<file path="src/rtl/bmpd_pkg.sv">
// ----------------------------------------------------------------------------
// bmpd_pkg
// Shared types and constants of the BMP pixel stream decoder.
// ----------------------------------------------------------------------------
package bmpd_pkg;

    localparam logic [15:0] BMP_SIGNATURE = 16'h4D42;
    localparam logic [15:0] DEPTH_24      = 16'd24;
    localparam logic [15:0] DEPTH_32      = 16'd32;
    localparam logic [5:0]  HDR_LAST      = 6'd53;
    localparam logic [31:0] HDR_LEN       = 32'd54;

    localparam int CFG_IDX_W = 1;
    localparam logic [CFG_IDX_W-1:0] CFG_FB_WIDTH  = 1'b0;
    localparam logic [CFG_IDX_W-1:0] CFG_FB_HEIGHT = 1'b1;

    localparam logic [15:0] FB_WIDTH_RST  = 16'd640;
    localparam logic [15:0] FB_HEIGHT_RST = 16'd480;

    localparam int PIX_W = 56;

    typedef enum logic [1:0] {
        PH_HEADER = 2'd0,
        PH_PIXELS = 2'd1,
        PH_IDLE   = 2'd2
    } t_phase;

    typedef struct packed {
        logic [23:0] color;
        logic [15:0] y;
        logic [15:0] x;
    } t_pixel;

endpackage

</file>
<file path="src/rtl/bmpd_parser.sv">
// ----------------------------------------------------------------------------
// bmpd_parser
// Header capture, pixel byte assembly, row padding skip and clipping.
// ----------------------------------------------------------------------------
module bmpd_parser
    import bmpd_pkg::*;
(
    input  logic        i_clk,
    input  logic        i_rst_n,
    input  logic        i_accept,
    input  logic [7:0]  i_data_byte,
    input  logic        i_first_byte,
    input  logic [15:0] i_fb_width,
    input  logic [15:0] i_fb_height,
    output logic        o_pix_valid,
    output t_pixel      o_pix
);

    t_phase      r_phase, n_phase;
    logic [31:0] r_byte_count, n_byte_count;
    logic [15:0] r_signature, n_signature;
    logic [31:0] r_offset, n_offset;
    logic [31:0] r_width, n_width;
    logic [31:0] r_height, n_height;
    logic [15:0] r_depth, n_depth;
    logic        r_is32, n_is32;
    logic        r_top_down, n_top_down;
    logic [31:0] r_abs_h, n_abs_h;
    logic [31:0] r_col, n_col;
    logic [31:0] r_row, n_row;
    logic [31:0] r_y, n_y;
    logic [1:0]  r_rb, n_rb;
    logic [1:0]  r_bip, n_bip;
    logic [15:0] r_acc, n_acc;

    t_phase      eff_phase;
    logic [31:0] idx;
    logic [1:0]  pad;
    logic [1:0]  rb_inc;
    logic [31:0] col_inc;
    logic [31:0] row_inc;
    logic        end_row;
    logic        emit;
    logic        in_data;

    always_comb begin
        eff_phase    = i_first_byte ? PH_HEADER : r_phase;
        idx          = i_first_byte ? 32'd0 : r_byte_count;
        n_byte_count = (idx == 32'hFFFF_FFFF) ? idx : idx + 32'd1;
        pad          = r_is32 ? 2'd0 : r_width[1:0];
        rb_inc       = r_rb + 2'd1;
        col_inc      = r_col + 32'd1;
        row_inc      = r_row + 32'd1;
        in_data      = !(idx < HDR_LEN || idx < r_offset);

        n_phase     = eff_phase;
        n_signature = r_signature;
        n_offset    = r_offset;
        n_width     = r_width;
        n_height    = r_height;
        n_depth     = r_depth;
        n_is32      = r_is32;
        n_top_down  = r_top_down;
        n_abs_h     = r_abs_h;
        n_col       = r_col;
        n_row       = r_row;
        n_y         = r_y;
        n_rb        = r_rb;
        n_bip       = r_bip;
        n_acc       = r_acc;
        end_row     = 1'b0;
        emit        = 1'b0;

        case (eff_phase)
            PH_HEADER: begin
                case (idx[5:0])
                    6'd0:  n_signature[7:0]  = i_data_byte;
                    6'd1:  n_signature[15:8] = i_data_byte;
                    6'd10: n_offset[7:0]     = i_data_byte;
                    6'd11: n_offset[15:8]    = i_data_byte;
                    6'd12: n_offset[23:16]   = i_data_byte;
                    6'd13: n_offset[31:24]   = i_data_byte;
                    6'd18: n_width[7:0]      = i_data_byte;
                    6'd19: n_width[15:8]     = i_data_byte;
                    6'd20: n_width[23:16]    = i_data_byte;
                    6'd21: n_width[31:24]    = i_data_byte;
                    6'd22: n_height[7:0]     = i_data_byte;
                    6'd23: n_height[15:8]    = i_data_byte;
                    6'd24: n_height[23:16]   = i_data_byte;
                    6'd25: n_height[31:24]   = i_data_byte;
                    6'd28: n_depth[7:0]      = i_data_byte;
                    6'd29: n_depth[15:8]     = i_data_byte;
                    default: ;
                endcase
                if (idx[5:0] == HDR_LAST) begin
                    if (r_signature == BMP_SIGNATURE
                            && (r_depth == DEPTH_24 || r_depth == DEPTH_32)
                            && r_width != 32'd0 && !r_width[31]
                            && r_height != 32'd0) begin
                        n_phase = PH_PIXELS;
                    end else begin
                        n_phase = PH_IDLE;
                    end
                    n_is32     = (r_depth == DEPTH_32);
                    n_top_down = r_height[31];
                    n_abs_h    = r_height[31] ? (~r_height + 32'd1) : r_height;
                    n_y        = r_height[31] ? 32'd0 : (r_height - 32'd1);
                    n_col      = 32'd0;
                    n_row      = 32'd0;
                    n_rb       = 2'd0;
                    n_bip      = 2'd0;
                end
            end
            PH_PIXELS: begin
                if (in_data) begin
                    if (r_col >= r_width) begin
                        if (rb_inc >= pad) begin
                            end_row = 1'b1;
                        end else begin
                            n_rb = rb_inc;
                        end
                    end else begin
                        case (r_bip)
                            2'd0: n_acc[7:0]  = i_data_byte;
                            2'd1: n_acc[15:8] = i_data_byte;
                            2'd2: emit = (r_col < {16'd0, i_fb_width})
                                         && (r_y < {16'd0, i_fb_height});
                            default: ;
                        endcase
                        if (r_bip == (r_is32 ? 2'd3 : 2'd2)) begin
                            n_bip = 2'd0;
                            if (col_inc >= r_width && pad == 2'd0) begin
                                end_row = 1'b1;
                            end else begin
                                n_col = col_inc;
                            end
                        end else begin
                            n_bip = r_bip + 2'd1;
                        end
                    end
                    if (end_row) begin
                        n_col = 32'd0;
                        n_rb  = 2'd0;
                        n_row = row_inc;
                        n_y   = r_top_down ? r_y + 32'd1 : r_y - 32'd1;
                        if (row_inc >= r_abs_h) begin
                            n_phase = PH_IDLE;
                        end
                    end
                end
            end
            default: ;
        endcase
    end

    always_ff @(posedge i_clk) begin
        if (!i_rst_n) begin
            r_phase      <= PH_HEADER;
            r_byte_count <= 32'd0;
            r_col        <= 32'd0;
            r_row        <= 32'd0;
            r_rb         <= 2'd0;
            r_bip        <= 2'd0;
            r_is32       <= 1'b0;
            r_top_down   <= 1'b0;
            r_abs_h      <= 32'd0;
            r_y          <= 32'd0;
            r_width      <= 32'd0;
            r_offset     <= 32'd0;
        end else if (i_accept) begin
            r_phase      <= n_phase;
            r_byte_count <= n_byte_count;
            r_col        <= n_col;
            r_row        <= n_row;
            r_rb         <= n_rb;
            r_bip        <= n_bip;
            r_is32       <= n_is32;
            r_top_down   <= n_top_down;
            r_abs_h      <= n_abs_h;
            r_y          <= n_y;
            r_width      <= n_width;
            r_offset     <= n_offset;
        end
    end

    always_ff @(posedge i_clk) begin
        if (i_accept) begin
            r_signature <= n_signature;
            r_height    <= n_height;
            r_depth     <= n_depth;
            r_acc       <= n_acc;
        end
    end

    assign o_pix_valid = i_accept && emit;
    assign o_pix.x     = r_col[15:0];
    assign o_pix.y     = r_y[15:0];
    assign o_pix.color = {i_data_byte, r_acc};

    a_bip_24: assert property (@(posedge i_clk) disable iff (!i_rst_n)
        (r_phase == PH_PIXELS && !r_is32) |-> r_bip != 2'd3)
        else $error("pixel byte index out of range at 24 bpp");

    a_pad_cnt: assert property (@(posedge i_clk) disable iff (!i_rst_n)
        (r_phase == PH_PIXELS) |-> r_rb != 2'd3)
        else $error("padding count out of range");

    a_col_bound: assert property (@(posedge i_clk) disable iff (!i_rst_n)
        (r_phase == PH_PIXELS) |-> r_col <= r_width)
        else $error("column count beyond image width");

endmodule

</file>
<file path="src/rtl/bmpd_skid.sv">
// ----------------------------------------------------------------------------
// bmpd_skid
// Output register with a skid stage for the pixel result channel.
// ----------------------------------------------------------------------------
module bmpd_skid
    import bmpd_pkg::*;
(
    input  logic   i_clk,
    input  logic   i_rst_n,
    input  logic   i_valid,
    input  t_pixel i_pix,
    output logic   o_ready,
    output logic   o_valid,
    output t_pixel o_pix,
    input  logic   i_ready
);

    logic   r_ov;
    logic   r_sv;
    t_pixel r_out;
    t_pixel r_skid;
    logic   out_free;

    assign out_free = !r_ov || i_ready;

    always_ff @(posedge i_clk) begin
        if (!i_rst_n) begin
            r_ov <= 1'b0;
            r_sv <= 1'b0;
        end else if (out_free) begin
            r_ov <= r_sv || i_valid;
            r_sv <= 1'b0;
        end else if (i_valid) begin
            r_sv <= 1'b1;
        end
    end

    always_ff @(posedge i_clk) begin
        if (out_free) begin
            r_out <= r_sv ? r_skid : i_pix;
        end
        if (!out_free && i_valid) begin
            r_skid <= i_pix;
        end
    end

    assign o_ready = !r_sv;
    assign o_valid = r_ov;
    assign o_pix   = r_out;

    a_skid_order: assert property (@(posedge i_clk) disable iff (!i_rst_n)
        r_sv |-> r_ov)
        else $error("skid stage full while output register empty");

    a_skid_drain: assert property (@(posedge i_clk) disable iff (!i_rst_n)
        (r_sv && i_ready) |=> (r_ov && !r_sv))
        else $error("skid stage did not drain");

endmodule

</file>
<file path="src/rtl/bmp_pixel_stream_decoder_core.sv">
// ----------------------------------------------------------------------------
// bmp_pixel_stream_decoder_core
// BMP file byte stream in, clipped framebuffer pixel writes out.
// ----------------------------------------------------------------------------
// Input stream: one file byte per item on tdata, tuser set on the first byte
// of each file. Accepted at one byte per cycle; tready drops only while the
// skid stage holds a pixel behind a stalled output.
// Output stream: one item per pixel inside the framebuffer, carrying column,
// row and RGB color. A pixel enters the output register at the edge that
// accepts its last color byte, or the skid stage if the output stalls.
// Header and padding bytes, clipped pixels and rejected files give no output.
// Configuration: writes to the framebuffer width (index 0) and height
// (index 1); always ready, applied at the write edge.
// Throughput is one byte per cycle while tready is high, one parser step per byte.
// Reset brings the framebuffer to 640 x 480 and the parser to the header
// phase, ready for byte 0 with or without tuser. A stalled receiver holds
// the output item; one more pixel parks in the skid stage, then input waits.
// ----------------------------------------------------------------------------
module bmp_pixel_stream_decoder_core
    import bmpd_pkg::*;
(
    input  logic                 i_clk,
    input  logic                 i_rst_n,
    input  logic                 i_s_axis_tvalid,
    output logic                 o_s_axis_tready,
    input  logic [7:0]           i_s_axis_tdata,   // data_byte
    input  logic                 i_s_axis_tuser,   // first_byte
    output logic                 o_m_axis_tvalid,
    input  logic                 i_m_axis_tready,
    output logic [PIX_W-1:0]     o_m_axis_tdata,   // pixel_x, pixel_y, pixel_color
    input  logic                 i_cfg_valid,
    output logic                 o_cfg_ready,
    input  logic [CFG_IDX_W-1:0] i_cfg_index,
    input  logic [15:0]          i_cfg_data
);

    logic [15:0] r_fb_width;
    logic [15:0] r_fb_height;
    logic        accept;
    logic        pix_valid;
    t_pixel      pix;
    t_pixel      out_pix;

    assign o_cfg_ready = 1'b1;

    always_ff @(posedge i_clk) begin
        if (!i_rst_n) begin
            r_fb_width  <= FB_WIDTH_RST;
            r_fb_height <= FB_HEIGHT_RST;
        end else if (i_cfg_valid) begin
            case (i_cfg_index)
                CFG_FB_WIDTH:  r_fb_width  <= i_cfg_data;
                CFG_FB_HEIGHT: r_fb_height <= i_cfg_data;
                default: ;
            endcase
        end
    end

    assign accept = i_s_axis_tvalid && o_s_axis_tready;

    bmpd_parser u_parser (
        .i_clk        (i_clk),
        .i_rst_n      (i_rst_n),
        .i_accept     (accept),
        .i_data_byte  (i_s_axis_tdata),
        .i_first_byte (i_s_axis_tuser),
        .i_fb_width   (r_fb_width),
        .i_fb_height  (r_fb_height),
        .o_pix_valid  (pix_valid),
        .o_pix        (pix)
    );

    bmpd_skid u_skid (
        .i_clk   (i_clk),
        .i_rst_n (i_rst_n),
        .i_valid (pix_valid),
        .i_pix   (pix),
        .o_ready (o_s_axis_tready),
        .o_valid (o_m_axis_tvalid),
        .o_pix   (out_pix),
        .i_ready (i_m_axis_tready)
    );

    assign o_m_axis_tdata = out_pix;

endmodule

</file>
<file path="config.mk">
export PLATFORM = sky130hd
export DESIGN_NAME = bmp_pixel_stream_decoder_core
export DESIGN_NICKNAME = d
export VERILOG_FILES = /design/src/rtl/bmpd_pkg.sv /design/src/rtl/bmpd_parser.sv /design/src/rtl/bmpd_skid.sv /design/src/rtl/bmp_pixel_stream_decoder_core.sv
export SDC_FILE = /design/constraint.sdc
export NUM_CORES = 1
export LEC_CHECK = 0
export ABC_AREA = 1
export BUFFER_PORTS_ARGS = -buffer_cell sky130_fd_sc_hd__clkbuf_2
export CAP_MARGIN = 40
export CORE_ASPECT_RATIO = 1.5
export CORE_MARGIN = 4
export CORE_UTILIZATION = 30
export CTS_CLUSTER_SIZE = 10
export DETAILED_ROUTE_END_ITERATION = 7
export PLACE_DENSITY = 0.42
export SYNTH_ARGS = -nofsm -noshare
export SYNTH_HDL_FRONTEND = slang
export SYNTH_SLANG_ARGS = --single-unit
</file>
<file path="constraint.sdc">
create_clock -name i_clk -period 10.6 [get_ports i_clk]
set_input_delay 1.59 -clock i_clk [delete_from_list [all_inputs] [get_ports i_clk]]
set_output_delay 1.59 -clock i_clk [all_outputs]
set_load 0.01 [all_outputs]
</file>
# Yosys cells after proc, flatten, opt, wreduce, memory -nomap -nowiden
# Cells that the tools add are included.
word_totals:
  output_inout_bits: 59
  in_bits: 31
  register_bits: 458
op_classes:
  order_cmp: 8
  reduce_logical: 50
  add_sub_neg: 9
  n_eq_ne: 33
  muxes: 49
  bitwise_logic: 5
ops:
  columns: ["cell", "n"]
  rows:
  - ["two-way mux 32 bit", 16]
  - ["case mux 32 bit (2 select lines)", 3]
  - ["adder 32 x 1 -> 32 bit, second input constant", 5]
  - [">= comparator 32 bit", 3]
  - ["less-than comparator 32 x 16 -> 1 bit", 2]
  - ["nonzero test 32 bit", 2]
  - ["subtractor 32 x 1 -> 32 bit, second input constant", 2]
  - ["== test 6 x 5 -> 1 bit, second input constant", 10]
  - ["two-way mux 56 bit", 1]
  - ["AND reduction 3 bit", 17]
  - ["== test 32 bit, second input constant", 1]
  - ["less-than comparator 32 bit", 1]
  - ["less-than comparator 32 x 6 -> 1 bit, second input constant", 1]
  - ["NOT 32 bit", 1]
  - ["two-way mux 2 bit", 15]
  - ["== test 6 x 4 -> 1 bit, second input constant", 4]
  - ["AND reduction 5 bit", 4]
  - ["== test 16 x 15 -> 1 bit, second input constant", 1]
  - ["== test 16 x 5 -> 1 bit, second input constant", 1]
  - ["== test 16 x 6 -> 1 bit, second input constant", 1]
  - ["case mux 2 bit (2 select lines)", 3]
  - ["two-way mux 1 bit", 11]
  - ["logical AND 1 bit", 9]
  - ["inequality test 3 bit, second input constant", 3]
  - ["other kinds (20)", 37]

# Longest topological paths before layout
logic_depth:
  word_depth: 11
  mapped_depth: 31
  mapped_depth_nobuf: 30

# Cells and area by module
# Synthesis repeated with hierarchy kept, for this count alone.
hier_totals:
  cells_unflattened: 3713
  area_unflattened_um2: 27637.8
by_module_without_submodules:
  columns: ["mod", "instances", "cells_per_inst", "area_per_inst_um2", "seq_area_each_um2"]
  rows:
  - ["bmpd_parser", 1, 3233, 22157.5, 7046.8]
  - ["bmpd_skid", 1, 305, 4175.3, 3403.3]
  - ["bmp_pixel_stream_decoder_core", 1, 175, 1305.0, 640.6]

# Worst setup path after synthesis
# No wires, ideal clock.
synth_path:
  path_type: "input port to flip-flop"
  start: "input port i_s_axis_tuser"
  end: "register u_skid.r_skid[0] in the netlist's numbering, enable pin"
  arrival_ps: 5521
  slack_ps: 4609
  t_required_ps: 10130
  setup_ps: 470
  n_path_buf: 2
  path_stages: 16
  path_cell_list: "buf_6 inv_4 buf_6 nand2_1 inv_1 ha_1 nand4_1 inv_1 nand2_1 nor4_1 nand2_1 nand2_1 nand3_1 nor2_1 nand3_1 nor2_1"
synth_between:
  elab_chain_cells: 7
  elab_cells_between_ends: 10
  classes_between: "2 x order compare; 1 x eq/ne; 4 x mux; 3 x reduce/logical"
synth_rtl:
  columns: ["element", "line", "text"]
  rows:
  - ["start: declaration", "bmp_pixel_stream_decoder_core.sv:27", "input logic i_s_axis_tuser,"]
  - ["two-way mux 32 bit", "bmpd_parser.sv:48", "idx = i_first_byte ? 32'd0 : r_byte_count;"]
  - ["less-than comparator 32 x 6 -> 1 bit / less-than comparator 32 bit (equally long branches)", "bmpd_parser.sv:54", "in_data = !(idx < HDR_LEN || idx < r_offset);"]
  - ["logical OR 1 bit", "bmpd_parser.sv:54", null]
  - ["two-way mux 1 bit", "bmpd_parser.sv:115", "if (in_data) begin"]
  - ["two-way mux 1 bit *", "bmpd_parser.sv:74", "case (eff_phase)"]
  - ["logical AND 1 bit *", "bmpd_parser.sv:195", "assign o_pix_valid = i_accept && emit;"]
  - ["logical AND 1 bit *", "bmpd_skid.sv:42", "if (!out_free && i_valid) begin"]
  - ["end signal: assignment", "bmpd_skid.sv:43", "r_skid <= i_pix;"]
  - ["end: declaration", "bmpd_skid.sv:21", "t_pixel r_skid;"]
# Every way passes the cells marked *; elsewhere a longest branch is shown, timed or not.
# A chain may end at the register's enable or synchronous reset.

# Worst setup path after layout
layout_path:
  start: "register u_parser.r_col[0]"
  end: "register u_parser.r_row[20]"
layout_between:
  elab_chain_cells: 10
  elab_cells_between_ends: 11
  classes_between: "1 x add/sub; 2 x order compare; 1 x eq/ne; 5 x mux; 2 x reduce/logical"
layout_rtl:
  columns: ["element", "line", "text"]
  rows:
  - ["start: declaration", "bmpd_parser.sv:29", "logic [31:0] r_col, n_col;"]
  - ["start signal: assignment", "bmpd_parser.sv:173", "r_col <= n_col;"]
  - ["adder 32 x 1 -> 32 bit", "bmpd_parser.sv:52", "col_inc = r_col + 32'd1;"]
  - [">= comparator 32 bit", "bmpd_parser.sv:132", "if (col_inc >= r_width && pad == 2'd0) begin"]
  - ["logical AND 1 bit", "bmpd_parser.sv:132", null]
  - ["two-way mux 1 bit", "bmpd_parser.sv:132", null]
  - ["two-way mux 1 bit", "bmpd_parser.sv:130", "if (r_bip == (r_is32 ? 2'd3 : 2'd2)) begin"]
  - ["two-way mux 1 bit *", "bmpd_parser.sv:116", "if (r_col >= r_width) begin"]
  - ["two-way mux 1 bit *", "bmpd_parser.sv:115", null]
  - ["two-way mux 1 bit *", "bmpd_parser.sv:74", null]
  - ["inequality test 2 x 1 -> 1 bit (no line) *", null, null]
  - ["AND reduction 5 bit (no line) *", null, null]
  - ["end signal: assignment", "bmpd_parser.sv:174", "r_row <= n_row;"]
  - ["end: declaration", "bmpd_parser.sv:30", "logic [31:0] r_row, n_row;"]
# Every way passes the cells marked *; elsewhere a longest branch is shown, timed or not. The select of a mux whose other input is x is not followed.

==> impl_metrics.csv <==
group,metric,value,unit
setup_path,crit_type,"reg -> reg",
finish,final_util,34.0,%
min_path,whs_endpoint,"u_skid.r_skid[39]",
yosys,ys_async_sr_fraction,0,%
floorplanning,row_count,134,
yosys,synthesis.area,26800,µm²
floorplanning,die-area,94200,µm²
yosys,synth_xor_area_share,2.78,%
setup_path,startpoint,"u_parser.r_col[0]",
floorplanning,io_pins,90,
setup_path,crit_arrival,6160,ps
detailed_routing,ant_nets,0,
placement,hpwlAfterDp,68600,µm
power,vdd_drop_max,0.115,mV
yosys,synth_nets,3788,
sta,min_period_over_period,53.0,%
clock_tree,post-cts-setup-buffer-count,0,
clock_tree,clock_tree.root_cell,"clkbuf_16",
min_path,hold_path.class,"reg -> reg",
yosys,synth_top_family_by_area,"simple AND/OR/NAND/NOR gates",
yosys,yosys_most_used_dff,"dfxtp_1",
global_routing,grt_overflow,0,
min_path,hold_depth,0,
global_routing,antenna_found_initial,2,
finish,seqCellArea,11100,µm²
sta,clock_skew,23.3,ps
detailed_routing,avgRoutedWirePerCell,18.9,µm
clock_tree,insertion_delay,620,ps
yosys,muxShareOfSynthArea,0,%
yosys,ys_warn_count,0,
setup_path,crit_required,11150,ps
finish,multi_input_area,13400,µm²
detailed_routing,avgViaCountPerCell,4.78,
power,leakagePower,12.9,nW
yosys,synth_edf_count,192,
global_routing,grt_pass1_wl,140000,µm
flow_run,drv_cap,0,
finish,drive_gt1_share,7.27,%
global_routing,grtUsageTotal,19.0,%
clock_tree,cts.sink_count,458,
yosys,syn_inst,3557,
clock_tree,htreeDepth,2,
sta,slew_headroom,40.3,%
clock_tree,cts_hold_buf,0,
floorplanning,die_x,252,µm
detailed_routing,dr.pass1.iters,6,
clock_tree,path_clk_slew,60,ps
clock_tree,cts_resized,0,
setup_path,crit_top_cell,"nand2_1",
setup_path,path_max_fanout,48,
min_path,min_from,"u_parser.r_acc[7]",
setup_path,slowest_delay,580,ps
yosys,synth_cell_type_count,56,
setup_path,timing.rr.end,"u_parser.r_row[20]",
floorplanning,dieHeight,374,µm
placement,io_buffers,88,
sta,fin_crit,5610,ps
yosys,synthSimpleGateAreaFrac,25.5,%
clock_tree,cts_tree,"done",
detailed_routing,drc,0,
yosys,ys_seq_area_share,41.4,%
setup_path,cp-end-kind,"register",
setup_path,reg2reg_from,"u_parser.r_col[0]",
finish,fillers,9640,
sta,setup_viol,0,
floorplanning,start_util,30.1,%
global_routing,grt_max_degree,85,
outcome,status,"finished, final reports clean",
sta,rsz0062_at_grt,"no",
yosys,synthAdderAreaFrac,9.37,%
setup_path,startpoint_type,"register",
sta,hold_viol,0,
setup_path,reg2reg_slack,4990,ps
placement,place.gp.congestion,0.856,
finish,syn2layout_area_growth,12.9,%
clock_tree,ctsLongestPathBuffers,3,
power,powerDensity,142,nW/µm²
finish,layout.nets,3864,
sta,fmax,178,MHz
floorplanning,core,88900,µm²
sta,tightest_slew,895,ps
global_routing,grt_pass1_vias,23000,
sta,slew_viol_final,0,
detailed_routing,drt-total-wl,91100,µm
sta,setup_tns,0,ps
yosys,synth_compound_area_share,12.2,%
yosys,synth-seq-cells,458,
yosys,synth_area_per_cell,7.53,µm²
detailed_routing,num_vias,23100,
detailed_routing,initialDrtViolationCount,1156,
clock_tree,cts_buffers,55,
setup_path,crit_slowest_cell,"nand3_4",
setup_path,reg2regPathDepth,25,
routing by layer:
| layer | wire length [µm] | global-route usage, % |
|---|---|---|
| met1 | 38600 | 22.7 |
| met2 | 47900 | 35.9 |
| met3 | 2330 | 2.07 |
| met4 | 2240 | 4.76 |
| met5 | 0 | 0 |
flip-flops by register name (all words and copies together), names as in the netlist:
name,cells
u_parser.r_byte_count,32
u_parser.r_is32,1
u_parser.r_y,32
u_skid.r_sv,1
u_skid.r_skid,56
u_parser.r_top_down,1
r_fb_width,16
u_parser.r_col,32
u_parser.r_rb,2
r_fb_height,16
u_skid.o_valid,1
u_parser.r_depth,16
u_parser.r_row,32
u_parser.r_height,32
u_parser.r_signature,16
u_parser.r_phase,2
u_parser.r_abs_h,32
u_parser.r_offset,32
u_skid.o_pix,56
u_parser.r_acc,16
u_parser.r_width,32
u_parser.r_bip,2
cells in the final DEF, fill, tap and decap left out, types with 83 or more instances in the layout:
cell type / netlist / final
a21oi_1: 252 / 252
clkbuf_2: 2 / 87
dfxtp_1: 266 / 265
edfxtp_1: 192 / 192
ha_1: 199 / 199
inv_1: 463 / 462
nand2_1: 711 / 710
nand3_1: 153 / 153
nor2_1: 522 / 521
nor3_1: 83 / 83
o21ai_0: 249 / 249
cell usage after synthesis (all sizes together) (3+ instances only):
cell    instances  area share (%)
inv           474             6.7
o22ai          13            0.30
ha            199             9.3
xnor2           9            0.29
a31oi          12            0.28
nand3         155             3.0
o211ai         16            0.45
a221oi          5            0.16
xor2           76             2.5
buf            54             1.2
nand3b          5            0.14
a211oi         20            0.56
o21a            8            0.22
or2            11            0.26
nor4           42             1.0
a21boi          3           0.098
o21bai          4            0.11
clkinv          3           0.042
nor2          537             7.7
o21ai         256             4.8
dfxtp         266              20
nor3b           8            0.22
a21oi         253             4.8
clkbuf         58            0.82
nor3           91             1.8
a21o            7            0.20
nand2         719              10
nand4          49             1.1
edfxtp        192              22
critical path: cells and delay by family (launching register included):
kind	cells	cell delay (ps)
XOR/XNOR	1	240
buffers and inverters	4	1390
AND/OR/NAND/NOR	18	2950
adder cells (fa/ha/maj)	2	500
flip-flops	1	420
cells by family (layout without fill, tap and decap cells):
group / count (synthesis) / after routing
simple gates: 1620 / 1620
compound gates: 604 / 604
buf+inv: 589 / 705
flops: 458 / 458
fa+ha+maj: 200 / 200
xor+xnor: 85 / 85
other cells: 1 / 2
how the worst max path moves through the flow:
stage                               endpoint  slack, ps  cells after the start
after floorplan             u_skid.r_skid[0]       4610                     16
after global placement    u_parser.r_row[27]       4730                     24
after detailed placement  u_parser.r_row[20]       4950                     25
after CTS                 u_parser.r_row[25]       4920                     25
after global routing      u_parser.r_row[21]       4370                     25
final                     u_parser.r_row[20]       4990                     25
power by group:
group	internal (mW)	switching, mW
combinational	0.176	0.375
clock	1.06	0.756
sequential	1.87	0.0394
total	3.11	1.17
area by class of cell:
class                      instances  share of cell area (%)
tap                             1156                    4.78
sequential                       458                    36.7
clock inverter                     7                   0.194
multi-input combinational       2510                    44.2
antenna                            1                 0.00828
timing repair buffer             131                    2.80
inverter                         477                    5.93
clock buffer                      90                    5.40
per-stage QoR:
step	std cells	hold WS, ps	total power [mW]	cell area [µm²]	setup WS [ps]
after CTS	4829	446	4.36	30200	4920
after floorplan	3557	427	2.31	26800	4610
after global routing	4829	460	4.50	30200	4370
final	4830	440	4.28	30200	4990
after global placement	4718	434	2.50	28400	4730
after detailed placement	4732	433	2.50	28500	4950
No activity file was read; power rests on OpenSTA's default activity.
